<file path="config.mk">
export PLATFORM = sky130hd
export DESIGN_NAME = motor_command_uart_framer_core_flat
export DESIGN_NICKNAME = d
export VERILOG_FILES = /design/src/rtl/mcuf_pkg.sv /design/src/rtl/mcuf_if.sv /design/src/rtl/motor_command_uart_framer_core.sv /design/src/rtl/mcuf_front.sv /design/src/rtl/mcuf_queue.sv /design/src/rtl/mcuf_back.sv /design/src/flat_wrapper.sv
export SDC_FILE = /design/constraint.sdc
export NUM_CORES = 1
export LEC_CHECK = 0
export ABC_AREA = 1
export BUFFER_PORTS_ARGS = -buffer_cell sky130_fd_sc_hd__buf_2
export CORE_ASPECT_RATIO = 0.7
export CORE_MARGIN = 5
export CORE_UTILIZATION = 35
export CTS_CLUSTER_DIAMETER = 60
export DETAILED_ROUTE_END_ITERATION = 16
export PLACE_DENSITY = 0.6
export SYNTH_ARGS = -nofsm -noshare
export SYNTH_HDL_FRONTEND = slang
export SYNTH_SLANG_ARGS = --single-unit
export TNS_END_PERCENT = 10
</file>
<file path="constraint.sdc">
create_clock -name clock -period 4.8 [get_ports clock]
set_input_delay 0.48 -clock clock [delete_from_list [all_inputs] [get_ports clock]]
set_output_delay 0.48 -clock clock [all_outputs]
set_load 0.02 [all_outputs]
</file>
<file path="src/rtl/mcuf_pkg.sv">
// Package for the motor command UART framer: codes, constants and helpers.
// Depends on nothing.
`timescale 1ns / 1ps
`default_nettype none
package mcuf_pkg;

   typedef enum logic [1:0] {
      ACT_DUTY    = 2'd0,
      ACT_SPEED   = 2'd1,
      ACT_VALUES  = 2'd2,
      ACT_FORWARD = 2'd3
   } action_type;

   localparam logic [7:0]  FRAME_START = 8'h02;
   localparam logic [7:0]  FRAME_END   = 8'h03;
   localparam logic [7:0]  CMD_SPEED   = 8'd5;
   localparam logic [7:0]  CMD_VALUES  = 8'd4;
   localparam logic [7:0]  CMD_FORWARD = 8'd33;
   localparam logic [15:0] CRC_POLY    = 16'h1021;
   localparam logic [31:0] ONE_BITS    = 32'h3F80_0000;
   localparam logic [31:0] INF_BITS    = 32'h7F80_0000;
   localparam int          MAX_BYTES   = 12;
   localparam int          IDX_W       = $clog2(MAX_BYTES);
   localparam int          QDEPTH      = 2;

   typedef logic [IDX_W-1:0] idx_type;

   // One framed packet held in flat form, bytes in send order.
   typedef struct packed {
      logic [MAX_BYTES-1:0][7:0] bytes;
      idx_type                   last_idx;
   } frame_type;

   // One byte of CRC16/XMODEM, MSB first.
   function automatic logic [15:0] crc_byte(input logic [15:0] crc, input logic [7:0] b);
      logic [15:0] c;
      c = crc ^ {b, 8'h00};
      for (int i = 0; i < 8; i++) begin
         c = c[15] ? ((c << 1) ^ CRC_POLY) : (c << 1);
      end
      return c;
   endfunction

endpackage
`default_nettype wire

</file>
<file path="src/rtl/mcuf_if.sv">
// Valid/ready channel interfaces for the framer.
// Depends on nothing.
`timescale 1ns / 1ps
`default_nettype none
interface mcuf_req_if;
   logic        valid;
   logic        ready;
   logic [1:0]  action;
   logic [31:0] value;
   logic [7:0]  target_id;
   modport source (output valid, action, value, target_id, input ready);
   modport sink (input valid, action, value, target_id, output ready);
endinterface

interface mcuf_rsp_if;
   logic       valid;
   logic       ready;
   logic [7:0] frame_byte;
   logic       last_byte;
   modport source (output valid, frame_byte, last_byte, input ready);
   modport sink (input valid, frame_byte, last_byte, output ready);
endinterface
`default_nettype wire

</file>
<file path="src/rtl/motor_command_uart_framer_core.sv">
// Top level of the motor command UART framer: front end, queue, byte sender.
// Depends on mcuf_pkg, mcuf_if, mcuf_front, mcuf_queue, mcuf_back.
//
//   channel | dir | payload                        | handshake
//   req     | in  | action[2] value[32] target_id[8] | req_valid/req_ready
//   rsp     | out | frame_byte[8] last_byte[1]      | rsp_valid/rsp_ready
//
// One byte leaves per cycle while rsp_ready is high; a frame has 6, 10 or 12 bytes.
// An accepted command passes the payload and frame registers on its way to the queue.
// Reset is synchronous and clears all valid flags, pointers and the byte index.
// Either side may stall; the two-frame queue lets commands come in while bytes go out.
`timescale 1ns / 1ps
`default_nettype none
module motor_command_uart_framer_core (
   input wire logic   clock,
   input wire logic   reset,
   mcuf_req_if.sink   req,
   mcuf_rsp_if.source rsp
);
   import mcuf_pkg::*;

   logic      f_valid, f_ready, q_valid, q_ready;
   frame_type f_frame, q_frame;

   mcuf_front u_front (
      .clock, .reset,
      .in_valid(req.valid), .in_ready(req.ready),
      .in_action(req.action), .in_value(req.value), .in_target(req.target_id),
      .out_valid(f_valid), .out_ready(f_ready), .out_frame(f_frame)
   );

   mcuf_queue u_queue (
      .clock, .reset,
      .wr_valid(f_valid), .wr_ready(f_ready), .wr_frame(f_frame),
      .rd_valid(q_valid), .rd_ready(q_ready), .rd_frame(q_frame)
   );

   mcuf_back u_back (
      .clock, .reset,
      .fr_valid(q_valid), .fr_ready(q_ready), .fr_frame(q_frame),
      .out_valid(rsp.valid), .out_ready(rsp.ready),
      .out_byte(rsp.frame_byte), .out_last(rsp.last_byte)
   );
endmodule
`default_nettype wire

</file>
<file path="src/rtl/mcuf_front.sv">
// Front end: accepts a command word, builds the payload and the CRC.
// Depends on mcuf_pkg. The CRC runs over a registered payload in a second stage.
`timescale 1ns / 1ps
`default_nettype none
module mcuf_front (
   input  wire logic               clock,
   input  wire logic               reset,
   input  wire logic               in_valid,
   output logic                    in_ready,
   input  wire logic [1:0]         in_action,
   input  wire logic [31:0]        in_value,
   input  wire logic [7:0]         in_target,
   output logic                    out_valid,
   input  wire logic               out_ready,
   output mcuf_pkg::frame_type     out_frame
);
   import mcuf_pkg::*;

   logic            s1_valid_ff, s1_valid_in;
   logic [6:0][7:0] pay_ff, pay_in;
   logic [2:0]      plen_ff, plen_in;
   logic            s2_valid_ff, s2_valid_in;
   frame_type       frame_ff, frame_in;
   logic            s1_go, s2_go;
   logic [31:0]     duty;
   logic [15:0]     crc;

   // Stage flow: each stage moves when the next one is free or draining.
   assign s2_go    = !s2_valid_ff || out_ready;
   assign s1_go    = !s1_valid_ff || s2_go;
   assign in_ready = s1_go;

   // Duty clamp on the bit pattern; NaN passes.
   always_comb begin
      duty = in_value;
      if (in_value[30:0] <= INF_BITS[30:0] && in_value[30:0] > ONE_BITS[30:0]) begin
         duty = {in_value[31], ONE_BITS[30:0]};
      end
   end

   // Payload build by command.
   always_comb begin
      pay_in  = '0;
      plen_in = 3'd5;
      unique case (action_type'(in_action))
         ACT_DUTY: begin
            pay_in[0] = CMD_SPEED;
            pay_in[1] = duty[7:0];
            pay_in[2] = duty[15:8];
            pay_in[3] = duty[23:16];
            pay_in[4] = duty[31:24];
         end
         ACT_SPEED: begin
            pay_in[0] = CMD_SPEED;
            pay_in[1] = in_value[31:24];
            pay_in[2] = in_value[23:16];
            pay_in[3] = in_value[15:8];
            pay_in[4] = in_value[7:0];
         end
         ACT_VALUES: begin
            pay_in[0] = CMD_VALUES;
            plen_in   = 3'd1;
         end
         ACT_FORWARD: begin
            pay_in[0] = CMD_FORWARD;
            pay_in[1] = in_target;
            pay_in[2] = CMD_SPEED;
            pay_in[3] = in_value[31:24];
            pay_in[4] = in_value[23:16];
            pay_in[5] = in_value[15:8];
            pay_in[6] = in_value[7:0];
            plen_in   = 3'd7;
         end
         default: ;
      endcase
   end

   assign s1_valid_in = s1_go ? in_valid : s1_valid_ff;

   // CRC over the registered payload and frame assembly.
   always_comb begin
      crc = '0;
      for (int i = 0; i < 7; i++) begin
         if (3'(i) < plen_ff) crc = crc_byte(crc, pay_ff[i]);
      end
      frame_in          = '0;
      frame_in.bytes[0] = FRAME_START;
      frame_in.bytes[1] = {5'd0, plen_ff};
      for (int i = 0; i < 7; i++) begin
         if (3'(i) < plen_ff) frame_in.bytes[i + 2] = pay_ff[i];
      end
      frame_in.bytes[IDX_W'(plen_ff) + 4'd2] = crc[15:8];
      frame_in.bytes[IDX_W'(plen_ff) + 4'd3] = crc[7:0];
      frame_in.bytes[IDX_W'(plen_ff) + 4'd4] = FRAME_END;
      frame_in.last_idx = IDX_W'(plen_ff) + 4'd4;
   end

   assign s2_valid_in = s2_go ? s1_valid_ff : s2_valid_ff;

   always_ff @(posedge clock) begin
      if (reset) begin
         s1_valid_ff <= 1'b0;
         s2_valid_ff <= 1'b0;
      end else begin
         s1_valid_ff <= s1_valid_in;
         s2_valid_ff <= s2_valid_in;
      end
   end

   // Payload registers load only on a move.
   always_ff @(posedge clock) begin
      if (s1_go) begin
         pay_ff  <= pay_in;
         plen_ff <= plen_in;
      end
      if (s2_go) frame_ff <= frame_in;
   end

   assign out_valid = s2_valid_ff;
   assign out_frame = frame_ff;

   a_len: assert property (@(posedge clock) disable iff (reset)
      s1_valid_ff |-> (plen_ff == 3'd1 || plen_ff == 3'd5 || plen_ff == 3'd7))
      else $error("bad payload length");
   a_hold: assert property (@(posedge clock) disable iff (reset)
      s2_valid_ff && !out_ready |=> s2_valid_ff && $stable(frame_ff))
      else $error("frame lost under stall");
   a_end: assert property (@(posedge clock) disable iff (reset)
      s2_valid_ff |-> frame_ff.bytes[frame_ff.last_idx] == FRAME_END)
      else $error("frame end marker misplaced");
endmodule
`default_nettype wire

</file>
<file path="src/rtl/mcuf_queue.sv">
// Short frame queue between the front end and the byte sender.
// Depends on mcuf_pkg.
`timescale 1ns / 1ps
`default_nettype none
module mcuf_queue (
   input  wire logic           clock,
   input  wire logic           reset,
   input  wire logic           wr_valid,
   output logic                wr_ready,
   input  mcuf_pkg::frame_type wr_frame,
   output logic                rd_valid,
   input  wire logic           rd_ready,
   output mcuf_pkg::frame_type rd_frame
);
   import mcuf_pkg::*;

   frame_type mem_ff [QDEPTH];
   logic      wp_ff, wp_in, rp_ff, rp_in;
   logic [1:0] cnt_ff, cnt_in;
   logic      wr, rd;

   assign wr_ready = cnt_ff != 2'(QDEPTH);
   assign rd_valid = cnt_ff != 2'd0;
   assign wr       = wr_valid && wr_ready;
   assign rd       = rd_valid && rd_ready;
   assign rd_frame = mem_ff[rp_ff];

   // Pointer and count update.
   always_comb begin
      wp_in  = wr ? !wp_ff : wp_ff;
      rp_in  = rd ? !rp_ff : rp_ff;
      cnt_in = cnt_ff + 2'(wr) - 2'(rd);
   end

   always_ff @(posedge clock) begin
      if (reset) begin
         wp_ff  <= 1'b0;
         rp_ff  <= 1'b0;
         cnt_ff <= '0;
      end else begin
         wp_ff  <= wp_in;
         rp_ff  <= rp_in;
         cnt_ff <= cnt_in;
      end
   end

   always_ff @(posedge clock) begin
      if (wr) mem_ff[wp_ff] <= wr_frame;
   end

   a_cnt: assert property (@(posedge clock) disable iff (reset)
      cnt_ff <= 2'(QDEPTH)) else $error("queue count overflow");
   a_ptr: assert property (@(posedge clock) disable iff (reset)
      (cnt_ff == 2'd1) |-> (wp_ff != rp_ff)) else $error("queue pointers out of step");
   a_full: assert property (@(posedge clock) disable iff (reset)
      (cnt_ff == 2'(QDEPTH)) |-> (wp_ff == rp_ff)) else $error("full queue pointers");
endmodule
`default_nettype wire

</file>
<file path="src/rtl/mcuf_back.sv">
// Back end: sends a queued frame one byte per cycle through an output register
// while out_ready allows. Depends on mcuf_pkg.
`timescale 1ns / 1ps
`default_nettype none
module mcuf_back (
   input  wire logic           clock,
   input  wire logic           reset,
   input  wire logic           fr_valid,
   output logic                fr_ready,
   input  mcuf_pkg::frame_type fr_frame,
   output logic                out_valid,
   input  wire logic           out_ready,
   output logic [7:0]          out_byte,
   output logic                out_last
);
   import mcuf_pkg::*;

   idx_type    idx_ff, idx_in;
   logic       v_ff, v_in;
   logic [7:0] byte_ff, byte_in;
   logic       last_ff, last_in;
   logic       load, is_last;

   // Output register refills when empty or taken.
   assign load     = fr_valid && (!v_ff || out_ready);
   assign is_last  = idx_ff == fr_frame.last_idx;
   assign fr_ready = load && is_last;

   always_comb begin
      idx_in  = idx_ff;
      v_in    = v_ff;
      byte_in = byte_ff;
      last_in = last_ff;
      if (!v_ff || out_ready) v_in = fr_valid;
      if (load) begin
         byte_in = fr_frame.bytes[idx_ff];
         last_in = is_last;
         idx_in  = is_last ? '0 : idx_ff + 1'b1;
      end
   end

   always_ff @(posedge clock) begin
      if (reset) begin
         idx_ff <= '0;
         v_ff   <= 1'b0;
      end else begin
         idx_ff <= idx_in;
         v_ff   <= v_in;
      end
   end

   always_ff @(posedge clock) begin
      byte_ff <= byte_in;
      last_ff <= last_in;
   end

   assign out_valid = v_ff;
   assign out_byte  = byte_ff;
   assign out_last  = last_ff;

   a_idx: assert property (@(posedge clock) disable iff (reset)
      idx_ff <= IDX_W'(MAX_BYTES - 1)) else $error("byte index out of range");
   a_pop: assert property (@(posedge clock) disable iff (reset)
      fr_ready |=> idx_ff == '0) else $error("index not cleared after frame");
   a_lastend: assert property (@(posedge clock) disable iff (reset)
      v_ff && last_ff |-> byte_ff == FRAME_END) else $error("last flag off end marker");
endmodule
`default_nettype wire

</file>
<file path="src/flat_wrapper.sv">
// flat-port wrapper written by rule: the top's interface ports become plain ports
module motor_command_uart_framer_core_flat import mcuf_pkg::*;
  (clock, reset, req_valid, req_action, req_value, req_target_id, req_ready, rsp_valid, rsp_frame_byte, rsp_last_byte, rsp_ready);
  mcuf_req_if req_i ();
  mcuf_rsp_if rsp_i ();
  input wire logic clock;
  input wire logic reset;
  input wire logic [$bits(req_i.valid)-1:0] req_valid;
  input wire logic [$bits(req_i.action)-1:0] req_action;
  input wire logic [$bits(req_i.value)-1:0] req_value;
  input wire logic [$bits(req_i.target_id)-1:0] req_target_id;
  output wire logic [$bits(req_i.ready)-1:0] req_ready;
  output wire logic [$bits(rsp_i.valid)-1:0] rsp_valid;
  output wire logic [$bits(rsp_i.frame_byte)-1:0] rsp_frame_byte;
  output wire logic [$bits(rsp_i.last_byte)-1:0] rsp_last_byte;
  input wire logic [$bits(rsp_i.ready)-1:0] rsp_ready;
  assign req_i.valid = req_valid;
  assign req_i.action = req_action;
  assign req_i.value = req_value;
  assign req_i.target_id = req_target_id;
  assign req_ready = req_i.ready;
  assign rsp_valid = rsp_i.valid;
  assign rsp_frame_byte = rsp_i.frame_byte;
  assign rsp_last_byte = rsp_i.last_byte;
  assign rsp_i.ready = rsp_ready;
  motor_command_uart_framer_core u_core (.clock(clock), .reset(reset), .req(req_i), .rsp(rsp_i));
endmodule
</file>
==> results.yml <==
synth:
  syn_area_per_cell_um2: 9.60
  synth_common_cells: "nand2_1, edfxtp_1, nand3_1"
  synth_xor_area_share_pct: 1.25
  synth_mux_area_share_pct: 0.120
  yosys.area_share.simple_pct: 25.1
  yosysSeqAreaShare_pct: 57.2
  syn_nets: 1789
  synthArstFlopShare_pct: 0
  ys_warn_count: 0
  yosysTopAreaCell: "edfxtp_1"
  synth_seq_cells: 321
  synth_compound_area_share_pct: 9.89
  yosysMostFrequentCell: "nand2_1"
  synth_top_family_by_area: "simple AND/OR/NAND/NOR gates"
  ys_types: 50
  syn_area_um2: 16700
  synth_edf_count: 309
  yosys.area.top_type_share_pct: 55.7
  synth_cells: 1734
  synth_ff_type: "edfxtp_1"
  synthTopCellsByArea: "edfxtp_1, nand2_1, nand3_1"
  synthAdderAreaFrac_pct: 0.676
floorplanning:
  floorplan.initialDensity_pct: 35.6
  die-area_um2: 52100
  die_w_um: 271
  pin_count: 57
  rows: 66
  die_y_um: 192
  coreArea_um2: 46700
power_and_ir_drop:
  power.share.clock_pct: 26.2
  p_sw_mw: 3.59
  p_per_area_nw_per_um2: 485
  internal_power_mw: 5.98
  pwr-share-comb_pct: 37.0
  swShare_pct: 37.5
  seqPwrFrac_pct: 36.8
  leakage_nw: 8.14
  peakVddDrop_v: 0.000343
timing:
  period_minus_slack_ps: 4650
  hold_viol_final: 0
  fmax_ghz: 0.215
  finalMaxSlewViolations: 0
  rsz0062_at_grt: "true"
  slew_headroom_pct: 32.0
  fin_crit_sh_pct: 96.9
  setup_viol: 0
  finClkSkew_ps: 23.9
  tightest_slew_ps: 1010
grt:
  use_met1_pct: 29.9
  met2_usage_pct: 27.2
  grt_busiest_layer: "met1"
  grtUsageMet3_pct: 3.77
  antenna_found_initial: 1
  grt_max_degree: 81
  grt_pass1_wl_um: 76800
  grt_pass1_vias: 12500
  overflow: 0
  grt_use_total_pct: 19.2
placed_design:
  gp_congestion: 0.982
  port_buffers: 56
  dpl-instance-area_um2: 17900
  dp_hpwl_um: 37400
clock_tree:
  cts_tree: "done"
  numClockSinks: 321
  path_clk_slew_ps: 70
  clock_latency_ps: 600
  clockBufferDepth: 3
  numCtsBuffers: 31
  cts_root_buf: "clkbuf_16"
  cts_max_level: 1
job:
  drv_cap: 0
setup_path:
  worst_setup_path_end_kind: "flop"
  path_max_fanout: 4
  crit_slowest_cell: "edfxtp_1"
  required_ps: 5110
  critPathLaunchType: "flop"
  crit_type: "flop to flop"
  crit_top_cell: "nand3_1"
  slowest_delay_ps: 450
  worst_ep_arrival_time_ps: 4960
finish:
  fin_nets: 1903
  area_delta_synth_final_pct: 18.7
  nFillCells: 4510
  drive_gt1_share_pct: 24.7
  final_core_util_pct: 42.3
  finalInstanceArea_um2: 19800
detailed_routing:
  vias: 13200
  vias_per_cell: 5.32
  wire_per_inst_um: 20.6
  drt_iter0_markers: 1301
  dr.pass1.iters: 5
  routed_wl_um: 51200
  ant_nets: 0
  drcViolationCount: 0
hold_path:
  hold_class: "input pin to flop"
run_status:
  status: "completed"
==> kinds of logic after synthesis <==
group | after synthesis
adder cells (fa/ha/maj) | 9
flip-flops | 321
AO/OA/AOI/OAI | 268
XOR/XNOR | 23
AND/OR/NAND/NOR | 867
buffers and inverters | 244
multiplexers | 2
==> routing by layer <==
metal / wire length, µm / up-vias
li1: - / 6265
met1: 25100 / 6352
met2: 20500 / 522
met3: 4190 / 87
met4: 1400 / 0
met5: 0 / -
==> per-stage QoR <==
stage | hold slack (ps) | setup TNS (ps) | total power, mW | setup WS [ps] | cells
2_1_floorplan | 421 | 0 | 5.65 | 123 | 1734
4_1_cts | 127 | 0 | 9.19 | 43.1 | 2456
6_report | 163 | 0 | 9.58 | 149 | 2486
3_5_place_dp | 430 | -65.2 | 6.68 | -31.5 | 2398
5_1_grt | 151 | -1430 | 10.1 | -84.1 | 2485
3_3_place_gp | 423 | -369 | 6.67 | -104 | 2398
==> timing repair <==
action                                  4_1_cts  5_1_grt
cloned                                        0        0
pin swaps                                     0       24
gates resized for setup                       4      131
endpoints found under the hold margin         0        0
buffers inserted                              0       29
endpoints found under the setup margin       11       76
hold buffers                                  0        0
==> power by group through the flow <==
stage                     clock network [mW]  registers, mW  logic (mW)
after floorplan                            0           3.51        2.15
after global placement                     0           3.57        3.10
after detailed placement                   0           3.58        3.10
after CTS                               2.55           3.52        3.12
after global routing                    2.66           3.55        3.84
final                                   2.51           3.53        3.54
==> final cells by class <==
| cell class | instances | area, µm² | area share, % |
|---|---|---|---|
| clock buffers | 39 | 846 | 4.28 |
| repair buffers | 150 | 1050 | 5.33 |
| well taps | 612 | 766 | 3.88 |
| inverters | 175 | 673 | 3.41 |
| flip-flops and latches | 321 | 9520 | 48.2 |
| diodes | 1 | 2.50 | 0.0127 |
| multi-input cells | 1169 | 6690 | 33.9 |
| clock inverters | 19 | 205 | 1.04 |
==> critical path: cells and delay by family (launching register included) <==
kind            cells  cell delay, ps
simple gates       26            2940
buf+inv             4             490
flops               1             450
fa+ha+maj           1             190
xor+xnor            1             180
compound gates      1             130
==> sequential cells by signal, indices dropped and copies added, names as in the netlist, 2 cells and up, named ones only <==
signal,flops
u_core.u_front.out_frame,83
u_core.u_queue.cnt_ff,2
u_core.u_queue.mem_ff,166
u_core.u_back.out_byte,8
u_core.u_back.idx_ff,4
u_core.u_front.pay_ff,50
==> cells in the final DEF (no fill, tap or decap), drive strengths merged, types with 11 or more instances in the layout <==
master | Yosys | final
a21oi | 36 | 36
xor2 | 19 | 19
dfxtp | 12 | 12
o221ai | 33 | 33
inv | 172 | 174
buf | 20 | 150
clkinv | 3 | 16
nand2 | 457 | 457
nand3 | 236 | 236
nor2 | 138 | 138
o21ai | 141 | 141
nand4 | 14 | 14
o22ai | 21 | 21
clkbuf | 49 | 39
edfxtp | 309 | 309
nand3b | 11 | 11
o211ai | 11 | 11
==> worst paths after layout <==
check                                    start                      endpoint  slack [ps]  depth (start not counted)
setup reg to reg     u_core.u_front.plen_ff[1]  u_core.u_front.out_frame[43]         150                         33
hold reg to reg   u_core.u_front.out_frame[58]  u_core.u_queue.mem_ff[0][58]         450                          0
hold / removal                       req_valid    u_core.u_front.s1_valid_ff         160                          3
setup / recovery     u_core.u_front.plen_ff[1]  u_core.u_front.out_frame[43]         150                         33
No activity file was read; power rests on OpenSTA's default activity.
